### src/sv/cau_pkg.sv
// ============================================================================
// cau_pkg
// Shared codes, defaults and control types for the complex arithmetic unit.
// ============================================================================
`default_nettype none

package cau_pkg;

    // default configuration
    localparam int DATA_WIDTH_DEF = 24;
    localparam int FRAC_BITS_DEF  = 16;

    // operation codes
    localparam logic [2:0] FUNC_ADD = 3'd0;
    localparam logic [2:0] FUNC_SUB = 3'd1;
    localparam logic [2:0] FUNC_MUL = 3'd2;
    localparam logic [2:0] FUNC_DIV = 3'd3;
    localparam logic [2:0] FUNC_NEG = 3'd4;
    localparam logic [2:0] FUNC_MAG = 3'd5;

    // status codes
    localparam logic [1:0] ST_OK  = 2'd0;
    localparam logic [1:0] ST_DZ  = 2'd1;
    localparam logic [1:0] ST_SAT = 2'd2;

    // how the output stage finishes an item
    localparam logic [1:0] KIND_DIRECT = 2'd0;
    localparam logic [1:0] KIND_MUL    = 2'd1;
    localparam logic [1:0] KIND_DIV    = 2'd2;
    localparam logic [1:0] KIND_MAG    = 2'd3;

    // control after the product stage
    typedef struct packed {
        logic       valid;
        logic [2:0] func;
    } cau_s1_t;

    // control through the iteration stages
    typedef struct packed {
        logic       valid;
        logic [1:0] kind;
        logic       neg_re;
        logic       neg_im;
        logic       dz;
    } cau_ctl_t;

endpackage

`default_nettype wire

### src/sv/cau_comb.sv
// ============================================================================
// cau_comb
// Second stage: combines products into results, dividends, divisor and
// the magnitude radicand.
// ============================================================================
`default_nettype none

module cau_comb #(
    parameter int W = 24
) (
    input  wire                   clk,
    input  wire                   rst_n,
    input  wire                   en,
    input  cau_pkg::cau_s1_t      s1,
    input  wire  signed [2*W-1:0] p_a,
    input  wire  signed [2*W-1:0] p_b,
    input  wire  signed [2*W-1:0] p_c,
    input  wire  signed [2*W-1:0] p_d,
    input  wire  signed [2*W-1:0] p_e,
    input  wire  signed [2*W-1:0] p_f,
    input  wire  signed [W:0]     sum_re,
    input  wire  signed [W:0]     sum_im,
    output cau_pkg::cau_ctl_t     ctl,
    output logic signed [2*W:0]   w_re,
    output logic signed [2*W:0]   w_im,
    output logic [2*W-1:0]        n_re,
    output logic [2*W-1:0]        n_im,
    output logic [2*W-1:0]        den,
    output logic [2*W-1:0]        rad
);
    import cau_pkg::*;

    function automatic logic [2*W:0] mag_of(input logic signed [2*W:0] v);
        mag_of = v[2*W] ? -v : v;
    endfunction

    cau_ctl_t             ctl_reg, ctl_next;
    logic signed [2*W:0]  w_re_reg, w_re_next, w_im_reg, w_im_next;
    logic signed [2*W:0]  nr, ni, sq_sum;
    logic [2*W:0]         nr_mag, ni_mag;
    logic [2*W-1:0]       n_re_reg, n_im_reg, den_reg, rad_reg;

    // sums of products
    always_comb
    begin
        nr     = (2*W+1)'(p_a) + (2*W+1)'(p_b);
        ni     = (2*W+1)'(p_d) - (2*W+1)'(p_c);
        sq_sum = (2*W+1)'(p_e) + (2*W+1)'(p_f);
        nr_mag = mag_of(nr);
        ni_mag = mag_of(ni);

        ctl_next.valid  = s1.valid;
        ctl_next.neg_re = nr[2*W];
        ctl_next.neg_im = ni[2*W];
        ctl_next.dz     = (sq_sum == '0);
        w_re_next       = '0;
        w_im_next       = '0;
        case (s1.func)
            FUNC_ADD, FUNC_SUB, FUNC_NEG:
            begin
                ctl_next.kind = KIND_DIRECT;
                w_re_next     = (2*W+1)'(sum_re);
                w_im_next     = (2*W+1)'(sum_im);
            end
            FUNC_MUL:
            begin
                ctl_next.kind = KIND_MUL;
                w_re_next     = (2*W+1)'(p_a) - (2*W+1)'(p_b);
                w_im_next     = (2*W+1)'(p_c) + (2*W+1)'(p_d);
            end
            FUNC_DIV: ctl_next.kind = KIND_DIV;
            FUNC_MAG: ctl_next.kind = KIND_MAG;
            default:  ctl_next.kind = KIND_DIRECT;
        endcase
    end

    always_ff @(posedge clk or negedge rst_n)
    begin
        if (!rst_n)
            ctl_reg <= '0;
        else if (en)
            ctl_reg <= ctl_next;
    end

    always_ff @(posedge clk)
    begin
        if (en)
        begin
            w_re_reg <= w_re_next;
            w_im_reg <= w_im_next;
            n_re_reg <= nr_mag[2*W-1:0];
            n_im_reg <= ni_mag[2*W-1:0];
            den_reg  <= sq_sum[2*W-1:0];
            rad_reg  <= sq_sum[2*W-1:0];
        end
    end

    assign ctl  = ctl_reg;
    assign w_re = w_re_reg;
    assign w_im = w_im_reg;
    assign n_re = n_re_reg;
    assign n_im = n_im_reg;
    assign den  = den_reg;
    assign rad  = rad_reg;

endmodule

`default_nettype wire

### config.mk
export PLATFORM = sky130hd
export DESIGN_NAME = cau_comb
export DESIGN_NICKNAME = d
export VERILOG_FILES = /design/src/sv/cau_pkg.sv /design/src/sv/cau_comb.sv
export SDC_FILE = /design/constraint.sdc
export NUM_CORES = 1
export LEC_CHECK = 0
export BUFFER_PORTS_ARGS = -buffer_cell sky130_fd_sc_hd__buf_2
export CORE_AREA = 2 2 252 254
export CTS_BUF_LIST = sky130_fd_sc_hd__clkbuf_16
export CTS_CLUSTER_SIZE = 20
export DETAILED_ROUTE_END_ITERATION = 10
export DIE_AREA = 0 0 254 256
export GPL_TIMING_DRIVEN = 0
export SYNTH_ARGS = -nofsm -noshare
export SYNTH_HDL_FRONTEND = slang
export SYNTH_SLANG_ARGS = --single-unit
export TNS_END_PERCENT = 50
### constraint.sdc
create_clock -name clk -period 1.2 [get_ports clk]
set_clock_uncertainty 0.1 [all_clocks]
set_input_delay 0.12 -clock clk [delete_from_list [all_inputs] [get_ports clk]]
set_output_delay 0.12 -clock clk [all_outputs]
set_load 0.005 [all_outputs]
Word-level counts from Yosys, hierarchy flattened
Cells that the tools add are included.

Register bits after elaboration: 248. Input port bits: 345. Output and inout bits: 296. Logic and storage cells: 30.

$add $sub $neg: 7. Equal/unequal tests: 5. Multiplexer cells: 5. Reductions and logical operators: 3.

Operators by type and width (count): 49-bit case mux with 2 select lines (2); 48-bit by 48-bit adder with 49-bit output (3); 48-bit by 48-bit subtractor with 49-bit output (2); 48-bit two-way mux (2); 48-bit negation (2); 49-bit zero test (1); 3-bit by 2-bit equality test with 1-bit output, second input constant (2); 3-bit equality test, second input constant (2); 2-bit case mux with 3 select lines (1); 3-bit by 1-bit equality test with 1-bit output, second input constant (1); 3-bit zero test (1); 3-bit OR reduction (1).

Depth between registers and ports, before layout
Word-level depth: 3. Gate-level depth with buffers: 18. Gate-level depth less buffers: 16.

Least setup slack after synthesis
Ideal clock, no wire load.

Path type: input-to-reg. From: input p_d[0]. To: register n_im_reg[47], in the netlist n_im[47] (data pin). Library setup time: 0.266 ns. Arrival: 3.901 ns. Data required time: 0.834 ns. Setup slack: -3.067 ns. Stages on the path: 16. Buffers on the path: 0. Cell sequence: inv_1 > ha_1 > fa_1 > nor2b_1 > o21a_1 > o21ai_0 > a211o_1 > a2111oi_0 > mux2_2 > o31ai_1 > or3_1 > nor4_1 > nor3b_2 > nand3_1 > o41ai_1 > xnor2_1.

Longest elaborated chain between the ends: 3.

RTL lines: from (decl) (RTL line cau_comb.sv:18) `input wire signed [2*W-1:0] p_d,`; 48-bit by 48-bit subtractor with 49-bit output (*) (RTL line cau_comb.sv:47) `ni = (2*W+1)'(p_d) - (2*W+1)'(p_c);`; 48-bit negation (RTL line cau_comb.sv:34) `mag_of = v[2*W] ? -v : v;`; 48-bit two-way mux (*) (RTL line cau_comb.sv:34); via ni_mag[47] (RTL line cau_comb.sv:40) `logic [2*W:0] nr_mag, ni_mag;`; to (signal assigned) (RTL line cau_comb.sv:92) `n_im_reg <= ni_mag[2*W-1:0];`; to (decl) (RTL line cau_comb.sv:41) `logic [2*W-1:0] n_re_reg, n_im_reg, den_reg, rad_reg;`.

The timed path passes the listed nets; every way through them passes the cells marked *. A chain may end at the register's enable or synchronous reset.

Worst setup path after layout
From: input p_e[4]. To: register ctl_reg (netlist bit ctl[0]).

Longest elaborated chain between the ends: 2.

RTL lines: from (decl) (RTL line cau_comb.sv:19) `input wire signed [2*W-1:0] p_e,`; 48-bit by 48-bit adder with 49-bit output (RTL line cau_comb.sv:48) `sq_sum = (2*W+1)'(p_e) + (2*W+1)'(p_f);`; 49-bit zero test (RTL line cau_comb.sv:55) `ctl_next.dz = (sq_sum == '0);`; to (signal assigned) (RTL line cau_comb.sv:82) `ctl_reg <= ctl_next;`; to (decl) (RTL line cau_comb.sv:37) `cau_ctl_t ctl_reg, ctl_next;`.

Every way passes these cells.

==> results.yml <==
outcome:
  status: "finished with violations"
  violations: "negative hold slack, negative setup slack"
clocking:
  clk_pin_slew_ns: 0.07
  cts_buffers: 31
  cts-htree-levels: 1
  cts_hold_buf: 63
  cts_root_buf: "clkbuf_16"
  cts_tree: "yes"
  clockBufferDepth: 3
  clk_latency_ns: 0.59
  cts.sinks: 248
synth:
  synthArstFlopShare: 0.0242
  syn_nets: 3614
  synthCells: 3022
  synth-seq-area-share: 0.294
  synth_area_um2: 25200
  synth_flop_cell: "edfxtp_1"
  syn_area_per_cell_um2: 8.34
  yosysWarningCount: 0
  synth-seq-cells: 248
  synth_cell_types: 97
  synth_edf_count: 242
grt:
  grt_max_degree: 62
  grt_use_total: 0.312
  grt_pass1_vias: 25800
  overflow: 0
  grt_pass1_wl_um: 156000
  antenna_found_initial: 24
critical_path:
  setup.worst_path.class: "input port to register"
  path_cells: "buf_6 > ha_4 > a21o_1 > a21o_1 > o211a_4 > or4_4 > nand4_1 > a21oi_1 > a31o_2 > mux2i_1 > or4_1 > or4_1 > or4_1 > or4b_4 > o32ai_2"
  cp_max_fo: 5
  cp.required_ns: 1.61
  path_common_cell: "or4_1"
  worst_path_max_delay_cell: "or4b_4"
  cp-end-kind: "register"
  critPathArrivalTime_ns: 4.43
  start_kind: "input port"
  crit_buf_inv: 1
  cp_top_family: "simple AND/OR/NAND/NOR gates"
  cp_slowest_stage_delay_ns: 0.51
pwr:
  power.leakage_nw: 16.3
  p_sw_mw: 16.1
  ir_drop_v: 0.00108
  combPwrFrac: 0.487
  seqPwrFrac: 0.280
  p_int_mw: 26.6
  finalPower_mw: 42.6
  clockPowerShare: 0.233
  p_per_area_nw_per_um2: 1110
  power.share.switching: 0.376
floorplanning:
  coreArea_um2: 62400
  die-area_um2: 65000
  ioPinCount: 641
  floorplan.rows: 92
  die_h_um: 256
  start_util: 0.404
  die_x_um: 254
final_layout:
  finalCoreUtilization: 0.618
  drive_above_1_share: 0.414
  syn_to_final_growth_pct: 53.0
  nNetsFinal: 4569
timing:
  setup_violations: 536
  post-route-min-period_ns: 4.03
  rsz0062_at_grt: "true"
  slew-limit-headroom: 0.182
  hold_ws_ns: -0.229
  tightest_slew_ns: 1.23
  max_clock_freq_mhz: 248
  setup_tns_ns: -422.82
  hold_violations: 56
  slew_viol_final: 0
  worst_slack_ns: -2.83
  finalCritPeriodShare: 3.36
routing:
  ant_nets: 0
  wl_met1_um: 43800
  viasPerCell: 5.61
  vias: 27300
  routed-wl-met3_um: 6830
  drc: 0
  dr.pass1.iters: 7
  dr.max_layer_used: "met5"
  wl_per_cell_um: 22.3
  drt-total-wl_um: 108000
  drtIter0Drc: 1819
  wl_met2_um: 53400
placed_design:
  routabilityCongestion: 0.958
  dp_hpwl_um: 83100
  dp_slack_ns: -3.95
  io_buffers: 640
job:
  drv_cap: 0
hold_path:
  hold_class: "input port to register"
cell usage in the layout (no fill, tap or decap), types with 59 or more instances in the layout:
cell type	synthesis	routed
buf_6	1	75
buf_2	4	624
xnor2_2	0	65
o21ai_0	236	139
nor2_1	250	215
buf_4	48	207
dlygate4sd3_1	0	63
nand2_1	222	198
a21oi_1	273	196
inv_1	237	215
clkbuf_1	114	59
edfxtp_1	242	242
xnor2_1	222	148
ha_1	242	193
cells by family (layout without fill, tap and decap cells):
logic type | count (synthesis) | count (layout) | share of synthesized area
DFF | 248 | 248 | 0.294
other | 0 | 16 | 0
buffers and inverters | 413 | 1392 | 0.0695
and+or+nand+nor | 865 | 865 | 0.167
muxes | 16 | 16 | 0.00665
AOI/OAI and AO/OA | 961 | 961 | 0.244
adders and majority gates | 247 | 247 | 0.124
xor gates and xnor gates | 272 | 272 | 0.0945
routing by layer:
layer | vias up | GRT usage
li1 | 12900 | -
met1 | 13100 | 0.389
met2 | 988 | 0.544
met3 | 211 | 0.0451
met4 | 10 | 0.113
met5 | - | 0
metrics by stage:
step           cells  area, um^2
3_3_place_gp    4508       31100
4_1_cts         4780       36500
2_1_floorplan   3022       26800
6_report        4863       38600
5_1_grt         4855       38500
3_5_place_dp    4510       31100
what timing repair did:
item / CTS / global route
setup buffers: 151 / 88
endpoints found under the hold margin: 126 / 57
pin swaps: 215 / 200
gates resized for setup: 449 / 342
endpoints found under the setup margin: 653 / 537
gates cloned: 10 / 0
power groups by stage:
stage / logic, mW / registers (mW) / clock network, mW
global route: 22.2 / 12.0 / 10.4
global placement: 15.7 / 12.1 / 0
detailed placement: 15.7 / 12.1 / 0
CTS: 18.9 / 11.9 / 10.1
floorplan: 9.75 / 12.1 / 0
finish: 20.8 / 11.9 / 9.93
worst paths after layout:
| kind | start | to | slack, ns | cells after the start |
|---|---|---|---|---|
| min in group asynchronous | rst_n | ctl[4]$_DFFE_PN0P_ | 0.55 | 3 |
| max in group asynchronous | rst_n | ctl[5]$_DFFE_PN0P_ | 0.07 | 3 |
| max | p_e[4] | ctl[0]$_DFFE_PN0P_ | -2.83 | 15 |
| min reg2reg | ctl[5]$_DFFE_PN0P_ | ctl[5]$_DFFE_PN0P_ | 0.40 | 1 |
| max reg2reg | ctl[1]$_DFFE_PN0P_ | ctl[1]$_DFFE_PN0P_ | 0.28 | 2 |
| min | en | rad[0]$_DFFE_PP_ | -0.23 | 1 |
layout make-up:
class	instances	area, um^2
buffer	149	1100
sequential	248	7420
clock inverter	26	283
multi-input combinational	2361	20500
fill	5427	23800
tap	846	1060
antenna	16	40.0
timing repair buffer	943	6360
clock buffer	31	776
inverter	243	1000
synthesized netlist by cell type, types with 9 or more instances:
| cell | n | share of area |
|---|---|---|
| nor4_1 | 40 | 0.0099 |
| o21bai_1 | 59 | 0.018 |
| mux2i_1 | 10 | 0.0040 |
| xnor2_1 | 222 | 0.077 |
| ha_1 | 242 | 0.12 |
| o211ai_1 | 22 | 0.0066 |
| a31o_2 | 9 | 0.0031 |
| buf_4 | 48 | 0.014 |
| o21a_1 | 37 | 0.011 |
| a31oi_1 | 30 | 0.0074 |
| nand2_1 | 222 | 0.033 |
| a2111oi_0 | 9 | 0.0031 |
| o31ai_1 | 49 | 0.015 |
| inv_1 | 237 | 0.035 |
| a41oi_1 | 12 | 0.0042 |
| a21o_1 | 57 | 0.017 |
| xor2_1 | 50 | 0.017 |
| o21ai_0 | 236 | 0.047 |
| o2111ai_1 | 13 | 0.0045 |
| or2_2 | 15 | 0.0037 |
| a21boi_0 | 10 | 0.0030 |
| a21oi_1 | 273 | 0.054 |
| and2_1 | 14 | 0.0035 |
| nor2b_1 | 32 | 0.0079 |
| clkbuf_1 | 114 | 0.017 |
| nor2_1 | 250 | 0.037 |
| a211oi_1 | 30 | 0.0089 |
| o311ai_0 | 9 | 0.0031 |
| nand2b_1 | 26 | 0.0065 |
| nand3_1 | 69 | 0.014 |
| o41ai_1 | 13 | 0.0045 |
| edfxtp_1 | 242 | 0.29 |
| and3_1 | 16 | 0.0040 |
| nor3_1 | 69 | 0.014 |
| or3_1 | 26 | 0.0065 |
| nand4_1 | 29 | 0.0072 |
(Power assumes the default switching activity.)
