`src/sv/cau_pkg.sv`:
```
// ============================================================================
// cau_pkg
// Shared codes, defaults and control types for the complex arithmetic unit.
// ============================================================================
`default_nettype none

package cau_pkg;

    // default configuration
    localparam int DATA_WIDTH_DEF = 24;
    localparam int FRAC_BITS_DEF  = 16;

    // operation codes
    localparam logic [2:0] FUNC_ADD = 3'd0;
    localparam logic [2:0] FUNC_SUB = 3'd1;
    localparam logic [2:0] FUNC_MUL = 3'd2;
    localparam logic [2:0] FUNC_DIV = 3'd3;
    localparam logic [2:0] FUNC_NEG = 3'd4;
    localparam logic [2:0] FUNC_MAG = 3'd5;

    // status codes
    localparam logic [1:0] ST_OK  = 2'd0;
    localparam logic [1:0] ST_DZ  = 2'd1;
    localparam logic [1:0] ST_SAT = 2'd2;

    // how the output stage finishes an item
    localparam logic [1:0] KIND_DIRECT = 2'd0;
    localparam logic [1:0] KIND_MUL    = 2'd1;
    localparam logic [1:0] KIND_DIV    = 2'd2;
    localparam logic [1:0] KIND_MAG    = 2'd3;

    // control after the product stage
    typedef struct packed {
        logic       valid;
        logic [2:0] func;
    } cau_s1_t;

    // control through the iteration stages
    typedef struct packed {
        logic       valid;
        logic [1:0] kind;
        logic       neg_re;
        logic       neg_im;
        logic       dz;
    } cau_ctl_t;

endpackage

`default_nettype wire

```
`src/sv/cau_iter_stage.sv`:
```
// ============================================================================
// cau_iter_stage
// One pipeline step: a quotient bit for both divides and, in the first
// W steps, two radicand bits of the square root.
// ============================================================================
`default_nettype none

module cau_iter_stage #(
    parameter int W   = 24,
    parameter int IDX = 0
) (
    input  wire                   clk,
    input  wire                   rst_n,
    input  wire                   en,
    input  cau_pkg::cau_ctl_t     ctl_in,
    input  wire  signed [2*W:0]   w_re_in,
    input  wire  signed [2*W:0]   w_im_in,
    input  wire  [2*W-1:0]        n_re_in,
    input  wire  [2*W-1:0]        n_im_in,
    input  wire  [2*W-1:0]        r_re_in,
    input  wire  [2*W-1:0]        r_im_in,
    input  wire  [W+1:0]          q_re_in,
    input  wire  [W+1:0]          q_im_in,
    input  wire  [2*W-1:0]        den_in,
    input  wire  [2*W-1:0]        rad_in,
    input  wire  [W+1:0]          rem_in,
    input  wire  [W-1:0]          root_in,
    output cau_pkg::cau_ctl_t     ctl_out,
    output logic signed [2*W:0]   w_re_out,
    output logic signed [2*W:0]   w_im_out,
    output logic [2*W-1:0]        n_re_out,
    output logic [2*W-1:0]        n_im_out,
    output logic [2*W-1:0]        r_re_out,
    output logic [2*W-1:0]        r_im_out,
    output logic [W+1:0]          q_re_out,
    output logic [W+1:0]          q_im_out,
    output logic [2*W-1:0]        den_out,
    output logic [2*W-1:0]        rad_out,
    output logic [W+1:0]          rem_out,
    output logic [W-1:0]          root_out
);
    import cau_pkg::*;

    // quotient clamp keeps overflowed quotients far above the range
    localparam logic [W+2:0] CAP = (W+3)'(1) << (W+1);

    cau_ctl_t            ctl_reg;
    logic signed [2*W:0] w_re_reg, w_im_reg;
    logic [2*W-1:0]      n_re_reg, n_im_reg, r_re_reg, r_im_reg, den_reg, rad_reg;
    logic [2*W-1:0]      r_re_next, r_im_next, rad_next;
    logic [W+1:0]        q_re_reg, q_im_reg, q_re_next, q_im_next, rem_reg, rem_next;
    logic [W-1:0]        root_reg, root_next;
    logic [2*W:0]        rs_re, rs_im, df_re, df_im;
    logic [W+2:0]        t_re, t_im;
    logic                ge_re, ge_im;

    // restoring divide step, shared divisor
    always_comb
    begin
        rs_re = {r_re_in, n_re_in[2*W-1]};
        rs_im = {r_im_in, n_im_in[2*W-1]};
        df_re = rs_re - {1'b0, den_in};
        df_im = rs_im - {1'b0, den_in};
        ge_re = (rs_re >= {1'b0, den_in});
        ge_im = (rs_im >= {1'b0, den_in});
        r_re_next = ge_re ? df_re[2*W-1:0] : rs_re[2*W-1:0];
        r_im_next = ge_im ? df_im[2*W-1:0] : rs_im[2*W-1:0];
        t_re = {q_re_in, ge_re};
        t_im = {q_im_in, ge_im};
        q_re_next = (t_re > CAP) ? CAP[W+1:0] : t_re[W+1:0];
        q_im_next = (t_im > CAP) ? CAP[W+1:0] : t_im[W+1:0];
    end

    // square root step, only in the first W stages
    generate
        if (IDX < W)
        begin : g_sqrt
            logic [W+3:0] sq_rs, sq_trial, sq_df;
            logic         sq_ge;
            always_comb
            begin
                sq_rs     = {rem_in, rad_in[2*W-1 -: 2]};
                sq_trial  = {2'b00, root_in, 2'b01};
                sq_df     = sq_rs - sq_trial;
                sq_ge     = (sq_rs >= sq_trial);
                rem_next  = sq_ge ? sq_df[W+1:0] : sq_rs[W+1:0];
                root_next = {root_in[W-2:0], sq_ge};
                rad_next  = rad_in << 2;
            end
        end
        else
        begin : g_pass
            always_comb
            begin
                rem_next  = rem_in;
                root_next = root_in;
                rad_next  = rad_in;
            end
        end
    endgenerate

    always_ff @(posedge clk or negedge rst_n)
    begin
        if (!rst_n)
            ctl_reg <= '0;
        else if (en)
            ctl_reg <= ctl_in;
    end

    always_ff @(posedge clk)
    begin
        if (en)
        begin
            w_re_reg <= w_re_in;
            w_im_reg <= w_im_in;
            n_re_reg <= n_re_in << 1;
            n_im_reg <= n_im_in << 1;
            r_re_reg <= r_re_next;
            r_im_reg <= r_im_next;
            q_re_reg <= q_re_next;
            q_im_reg <= q_im_next;
            den_reg  <= den_in;
            rad_reg  <= rad_next;
            rem_reg  <= rem_next;
            root_reg <= root_next;
        end
    end

    assign ctl_out  = ctl_reg;
    assign w_re_out = w_re_reg;
    assign w_im_out = w_im_reg;
    assign n_re_out = n_re_reg;
    assign n_im_out = n_im_reg;
    assign r_re_out = r_re_reg;
    assign r_im_out = r_im_reg;
    assign q_re_out = q_re_reg;
    assign q_im_out = q_im_reg;
    assign den_out  = den_reg;
    assign rad_out  = rad_reg;
    assign rem_out  = rem_reg;
    assign root_out = root_reg;

endmodule

`default_nettype wire

```
`config.mk`:
```
export PLATFORM = sky130hd
export DESIGN_NAME = cau_iter_stage
export DESIGN_NICKNAME = d
export VERILOG_FILES = /design/src/sv/cau_pkg.sv /design/src/sv/cau_iter_stage.sv
export SDC_FILE = /design/constraint.sdc
export NUM_CORES = 1
export LEC_CHECK = 0
export CAP_MARGIN = 20
export CORE_AREA = 2 2 388 390
export DETAILED_ROUTE_END_ITERATION = 7
export DIE_AREA = 0 0 390 392
export DONT_BUFFER_PORTS = 1
export PLACE_DENSITY_LB_ADDON = 0.25
export SYNTH_ARGS = -nofsm -noshare
export SYNTH_HDL_FRONTEND = slang
export SYNTH_SLANG_ARGS = --single-unit
```
`constraint.sdc`:
```
create_clock -name clk -period 0.9 [get_ports clk]
set_input_delay 0.135 -clock clk [delete_from_list [all_inputs] [get_ports clk]]
set_output_delay 0.135 -clock clk [all_outputs]
set_load 0.05 [all_outputs]
```
# After elaboration in Yosys (flattened, before gate mapping)
# Cells that the tools add are included.
# word_totals
ff_bits	490
in_bits	497
output_inout_bits	494
# op_classes
n_lt_le_gt_ge	5
addsub	3
muxes	3
# ops
op	count
$ge 49x48->1	2
$mux 48	2
$sub 48x48->48	2
$gt 27x26->1 const B	2
$ge 28x26->1	1
$mux 26	1
$sub 26x26->26	1

# Logic depth before layout (Yosys ltp)
# Gate-level depths: netlist of run 1.
# logic_depth
word_depth	2
mapped_depth	14
depth_no_buf	12

# Least setup slack after synthesis of run 1
# Ideal clock, no wire load.
# synth_path
path_kind	input -> register
startpoint	in den_in[6]
endpoint	reg r_re_reg[42] (netlist: r_re_out[42]) (data pin)
path_slack_ns	-1.978
cell_stages	13
t_arrival_ns	2.616
n_path_buf	2
setup_time_ns	0.262
path_cell_list	inv_1 -> ha_1 -> a21oi_1 -> o221ai_1 -> and2_0 -> a311o_1 -> a31oi_4 -> o21a_4 -> a211oi_4 -> nor3_4 -> buf_6 -> buf_6 -> mux2_1
# synth_between
elab_chain_len	2
elab_cells_between_ends	3
# synth_lines
element	line_no	text
start, declared	cau_iter_stage.sv:24	input wire [2*W-1:0] den_in,
$sub 48x48->48 / $ge 49x48->1 (equally long branches)	cau_iter_stage.sv:62, cau_iter_stage.sv:64	
$mux 48 (*)	cau_iter_stage.sv:66	r_re_next = ge_re ? df_re[2*W-1:0] : rs_re[2*W-1:0];
net r_re_next[42]	cau_iter_stage.sv:50	logic [2*W-1:0] r_re_next, r_im_next, rad_next;
end signal, assigned	cau_iter_stage.sv:118	r_re_reg <= r_re_next;
end, declared	cau_iter_stage.sv:49	logic [2*W-1:0] n_re_reg, n_im_reg, r_re_reg, r_im_reg, den_reg, rad_reg;
# Mark *: on every way through the listed nets, which the timed path passes. The rest lies on a longest branch.
# A chain may end at the register's enable or synchronous reset.

# Final worst setup path of run 1
# layout_path
startpoint	in en
endpoint	reg ctl_reg (netlist bit ctl_out[1])
# layout_rtl
element	line_no	text
start, declared	cau_iter_stage.sv:14	input wire en,
end signal, assigned	cau_iter_stage.sv:107	ctl_reg <= ctl_in;
end, declared	cau_iter_stage.sv:47	cau_ctl_t ctl_reg;
# No word-level cell between the ends.

==> flow_metrics.tcl, run 1 <==
set metrics [dict create \
    drc 0 \
    crit_chain "mux2_2" \
    die_y_um 392 \
    placed_area_mm2 0.0378 \
    min_period_ns 3.43 \
    power.density_mw_per_mm2 1820 \
    grt_pass1_vias 22900 \
    grt_max_degree 491 \
    holdCritPathClass "in -> reg" \
    cts_root_buffer "clkbuf_16" \
    setup_ws_ns -2.53 \
    synth.cell_area_mm2 0.0237 \
    async_flop_share_pct 1.22 \
    viasPerCell 3.96 \
    port_buffers 0 \
    cp-startpoint "en" \
    final_cell_area_mm2 0.0487 \
    grt_overflow 0 \
    fin_hold_ws_ns -0.425 \
    wirelength_mm 129 \
    regToRegSetupSlack_ns -0.05 \
    timing.rr.end "ctl_out[0]" \
    vias 21500 \
    first_iter_violations 965 \
    clk_latency_ns 0.66 \
    crit_buf_inv 0 \
    start_util_pct 15.9 \
    final_antenna_net_count 0 \
    antenna_found_initial 32 \
    grtUsageTotal_pct 16.1 \
    cap_violations 0 \
    synth-edff-count 484 \
    cp_data_required_time_ns 1.41 \
    yosysMostFrequentCell "edfxtp_1" \
    power_mw 88.7 \
    dr.pass1.iters 5 \
    hold_end "den_out[1]" \
    failed_checks "hold timing, slew limit, setup timing" \
    gp_congestion 0.814 \
    instances_no_fill 5431 \
    synth_top_area_share_pct 61.3 \
    cts.sinks 490 \
    fmax_ghz 0.291 \
    layout-drive-gt1-share_pct 46.1 \
    rr_worst_depth 2 \
    end_kind "register" \
    hold_viol_final 61 \
    min_period_over_period_pct 381 \
    synth_common_cells "484 x edfxtp_1, 135 x a21oi_1, 127 x nand2_1" \
    setup_violations 1041 \
    total_leakage_power_nw 19.8 \
    ys_seq_area_share_pct 61.9 \
    cts_buffers 66 \
    htree_levels 3 \
    clk_pin_slew_worst_paths_ns 0.06 \
    slew_viol_final 399 \
    drt-wirelength-per-cell_um 23.8 \
    core_area_mm2 0.149 \
    crit_path_max_fanout 490 \
    startpoint_type "input port" \
    grt_first_pass_wirelength_mm 173 \
    die_area_mm2 0.153 \
    die_w_um 390 \
    path_delay_family "multiplexers" \
    synth-seq-cells 490 \
    dpl.hpwl_mm 96.6 \
    critical-path-slowest-cell "mux2_2" \
    hp-start "den_in[1]" \
    crit_type "in -> reg" \
    cts_tree "built" \
    yosys.area.top_type "edfxtp_1" \
    synth_ff_type "edfxtp_1" \
    place_inst 4709 \
    rsz0062_at_grt "true" \
    avgSynthCellArea_um2 13.0 \
    yosys-top-cells-area "edfxtp_1 61%, ha_1 6.4%, mux2_2 3.3%, a21oi_1 2.8%, xnor2_1 2.1%" \
    tightest_slew_ns 4.75 \
    clk_path_buf_depth 3 \
    peakVddDrop_uv 1440 \
    area_growth_pct 105 \
    io-pin-count 991 \
    slew_headroom_pct -217 \
    min_path_cells 0 \
    finClkSkew_ns 0 \
    row_count 142 \
    yosysUniqueCellTypes 87 \
    worst_path_largest_cell_delay_ns 1.56 \
    status "finished, violations left" \
    num-nets-final 4042 \
    yosysWarnings 0 \
    r2r-start "ctl_out[0]" \
    crit_arrival_ns 3.95 \
    synthCells 1823 \
]
[cells by family after synthesis]
group,share of synthesized area (%)
XOR/XNOR,3.88
multiplexers,3.77
AO/OA/AOI/OAI,11.9
adder cells (fa/ha/maj),6.61
other,0.0158
flip-flops,61.9
AND/OR/NAND/NOR,9.07
buffers and inverters,2.88
[registers in the layout, indices dropped and copies added, names as in the netlist]
name,count
den_out,48
q_im_out,26
ctl_out,6
root_out,24
w_re_out,49
rad_out,46
r_re_out,48
n_im_out,47
n_re_out,47
w_im_out,49
q_re_out,26
r_im_out,48
rem_out,26
[stage by stage]
step | worst slack [ns] | setup TNS, ns | utilization, %
floorplan | -1.83 | -239.14 | -
global placement | -2.66 | -354.12 | 25.4
detailed placement | -2.69 | -368.85 | 25.4
CTS | -1.60 | -490.43 | 31.7
global route | -1.66 | -471.95 | 32.7
finish | -2.53 | -1125.37 | 32.7
[layout by cell type (no fill, tap or decap), types with 18 or more instances in the layout]
master           n
ha_1            70
dlygate4sd3_1  481
buf_12         330
buf_6          232
a21oi_2         24
clkbuf_16       67
o21ai_0         46
a21oi_1        103
inv_1           84
nand2_2         22
xor2_1          45
xnor2_1         52
ha_4            50
nor2_1          67
and2_1          41
nor3_1          19
nand3_1         25
buf_4          509
o21ai_2         40
edfxtp_1       484
nand2_1         83
a21o_1          52
mux2_4          69
and2_4          18
nand4_1         26
nand2_4         23
[metal layers]
metal | global-route usage (%) | vias up | routed length, µm
li1 | - | 10100 | -
met1 | 16.5 | 10500 | 45700
met2 | 30.8 | 788 | 70100
met3 | 5.09 | 162 | 9610
met4 | 4.59 | 0 | 3990
met5 | 0 | - | 0
[worst max-delay path by stage]
stage                     slack (ns)            to  cells after the start
after floorplan                -1.83  r_re_out[42]                     13
after global placement         -2.66  q_im_out[10]                     12
after detailed placement       -2.69  q_im_out[10]                     12
after CTS                      -1.60  r_im_out[40]                     14
after global routing           -1.66  r_re_out[29]                     17
final                          -2.53    ctl_out[1]                      1
[power breakdown]
group	internal [mW]	switching, mW
clock network	15.3	11.5
registers	28.1	1.72
logic	15.6	16.4
[cell type report]
class                   count  area, µm²
fillers                 14700     100000
well taps                1944       2430
clock inverters            36        420
multi-input cells        1174      10600
clock buffers              82       1730
inverters                 113        547
diodes                     16       40.0
repair buffers           1576      18200
flip-flops and latches    490      14700
[repair_timing]
| action | CTS | global route |
|---|---|---|
| buffers inserted | 67 | 36 |
| pin swaps | 117 | 91 |
| cloned | 14 | 0 |
| hold endpoints to repair | 810 | 192 |
| hold buffers | 473 | 27 |
| gates resized for setup | 349 | 359 |
| endpoints found under the setup margin | 639 | 664 |
Note: power is estimated with default switching activity, not from simulation.
==> run 2: changes to the inputs <==
- BUFFER_PORTS_ARGS: not set -> -buffer_cell sky130_fd_sc_hd__buf_2
- CORE_AREA: 2 2 388 390 -> 10 10 375 377
- DIE_AREA: 0 0 390 392 -> 0 0 385 387
- DONT_BUFFER_PORTS: 1 -> not set
- SETUP_SLACK_MARGIN: not set -> 0.02
==> run 2 against run 1 <==
  * The flow finishes with violations (hold timing, setup timing)
  * Cell area down 6.3%
  * Via count rose by 8.2%
  * Total power down 6.2%
  * Setup slack improved by 0.88 ns
  * Routed wire length fell by 2.2%
  * Cell count rose by 6.1%
  * Maximum frequency rose by 35%
  * Largest cell class unchanged
  * Largest power group is now sequential cells
==> flow_metrics.tcl, run 2 (synthesis gave the netlist of run 1 again) <==
set metrics [dict create \
    gp_congestion 0.830 \
    clk_pin_slew_worst_paths_ns 0.06 \
    total_leakage_power_nw 19.8 \
    startpoint_type "input port" \
    status "finished, violations left" \
    die_w_um 385 \
    rr_worst_depth 1 \
    power.density_mw_per_mm2 1820 \
    io-pin-count 991 \
    min_period_ns 2.55 \
    regToRegSetupSlack_ns 0.13 \
    crit_end "r_im_out[8]" \
    place_inst 5088 \
    p_clk_share_pct 31.0 \
    min_period_over_period_pct 283 \
    cts_root_buffer "clkbuf_16" \
    htree_levels 2 \
    num-nets-final 4553 \
    cts.sinks 490 \
    fmax_ghz 0.392 \
    fin_hold_ws_ns -0.234 \
    finClkSkew_ns 0 \
    routed.top_layer "met5" \
    peakVddDrop_uv 1530 \
    slew_viol_final 0 \
    row_count 134 \
    rsz0062_at_grt "true" \
    fin_tns_setup_ns -531.52 \
    grtUsageTotal_pct 16.1 \
    clk_latency_ns 0.66 \
    timing.rr.end "ctl_out[1]" \
    multi_input_area_mm2 0.0100 \
    seqPwrFrac_pct 34.6 \
    grt_first_pass_wirelength_mm 178 \
    power_mw 83.2 \
    grt_max_degree 36 \
    cts_tree "built" \
    power.internal_mw 54.9 \
    layout_common_cells "905 x buf_2, 562 x buf_4, 488 x dlygate4sd3_1" \
    p_switching_mw 28.3 \
    wl_met3_mm 12.4 \
    final_antenna_net_count 0 \
    failed_checks "hold timing, setup timing" \
    viasPerCell 4.03 \
    cts_buffers 58 \
    wl_met2_mm 66.5 \
    final_common_cell "buf_2" \
    core_area_mm2 0.133 \
    clk_path_buf_depth 3 \
    hold_viol_final 3 \
    vias 23200 \
    crit_path_max_fanout 9 \
    cp_data_required_time_ns 1.31 \
    drt-wirelength-per-cell_um 22.0 \
    cp-startpoint "den_in[1]" \
    fillCellCount 13300 \
    grt_overflow 0 \
    dpl.hpwl_mm 102 \
    m1WireLength_mm 44.3 \
    setup_violations 851 \
    die_y_um 387 \
    dr.pass1.iters 5 \
    cap_violations 0 \
    layout-drive-gt1-share_pct 50.8 \
    crit_type "in -> reg" \
    slew_headroom_pct 60.0 \
    drc 0 \
    die_area_mm2 0.149 \
    holdCritPathClass "in -> reg" \
    first_iter_violations 976 \
    area_growth_pct 92.5 \
    antenna_found_initial 51 \
    setup_ws_ns -1.65 \
    swShare_pct 34.0 \
    tightest_slew_ns 0.585 \
    crit_arrival_ns 2.96 \
    start_util_pct 17.8 \
    port_buffers 986 \
    end_kind "register" \
    cts_hold_buf 488 \
    instances_no_fill 5761 \
    r2r-start "ctl_out[1]" \
    seq_area_mm2 0.0147 \
    grt_pass1_vias 25000 \
    wirelength_mm 127 \
    p_comb_share_pct 34.4 \
]
[run 2: cell count changes in the layout (fill, tap and decap cells not counted), sizes merged, moves of 5 or more]
cell,delta
clkinv,+5
buf,+517
dlymetal6s4s,-5
clkbuf,-14
clkinvlp,-8
dlygate4sd3,+7
bufinv,+7
[run 2: power groups by stage]
stage | clock [mW] | sequential (mW) | combinational [mW]
after detailed placement | 0 | 29.2 | 25.1
after floorplan | 0 | 36.9 | 6.31
after global placement | 0 | 29.2 | 25.1
after global routing | 27.5 | 29.0 | 30.3
final | 25.8 | 28.7 | 28.6
after CTS | 26.7 | 28.8 | 28.3
[run 2: area by class of cell]
| class | count | area share, % |
|---|---|---|
| multi-input combinational | 1173 | 22.0 |
| tap | 1768 | 4.85 |
| inverter | 113 | 1.13 |
| timing repair buffer | 2096 | 35.2 |
| clock buffer | 65 | 3.28 |
| clock inverter | 43 | 1.26 |
| antenna | 13 | 0.0713 |
| sequential | 490 | 32.2 |
[run 2: per-stage QoR]
| step | setup WS (ns) | util [%] | hold slack [ns] | area (µm²) |
|---|---|---|---|---|
| 3_3_place_gp | -2.90 | 27.5 | -0.0331 | 36500 |
| 3_5_place_dp | -2.85 | 27.5 | -0.0302 | 36500 |
| 6_report | -1.65 | 34.3 | -0.234 | 45700 |
| 4_1_cts | -1.69 | 33.8 | -0.276 | 44900 |
| 2_1_floorplan | -1.83 | - | -0.161 | 24500 |
| 5_1_grt | -1.73 | 34.3 | -0.282 | 45600 |
[run 2: how the worst min path moves through the flow]
stage,from,endpoint,depth (start not counted)
2_1_floorplan,rst_n,ctl_out[0],0
3_3_place_gp,rst_n,ctl_out[3],1
3_5_place_dp,rst_n,ctl_out[3],1
4_1_cts,den_in[0],den_out[0],2
5_1_grt,den_in[0],den_out[0],2
6_report,den_in[0],den_out[0],2
[run 2: per-layer routing]
layer,up-vias,global-route usage (%)
li1,11100,-
met1,11100,16.3
met2,739,30.2
met3,193,6.68
met4,60,3.99
met5,-,0
[run 2: worst max-delay path, cell delays in order]
cell and delay (ns):
buf_4 0.12, inv_4 0.04, buf_4 0.12, ha_1 0.29, nor2b_1 0.16, o31a_1 0.34
o221ai_4 0.25, a31oi_4 0.15, a22o_4 0.27, o2111a_2 0.30, nor2_4 0.24, buf_12 0.18
buf_8 0.12, buf_12 0.12, o21ai_0 0.09
[run 2: repair_timing]
item                                   4_1_cts  5_1_grt
gates cloned                                 4        4
setup buffers                               41       22
gates resized for setup                    238      128
setup endpoints to repair                  639      852
endpoints found under the hold margin      529        4
pin swaps                                   81       55
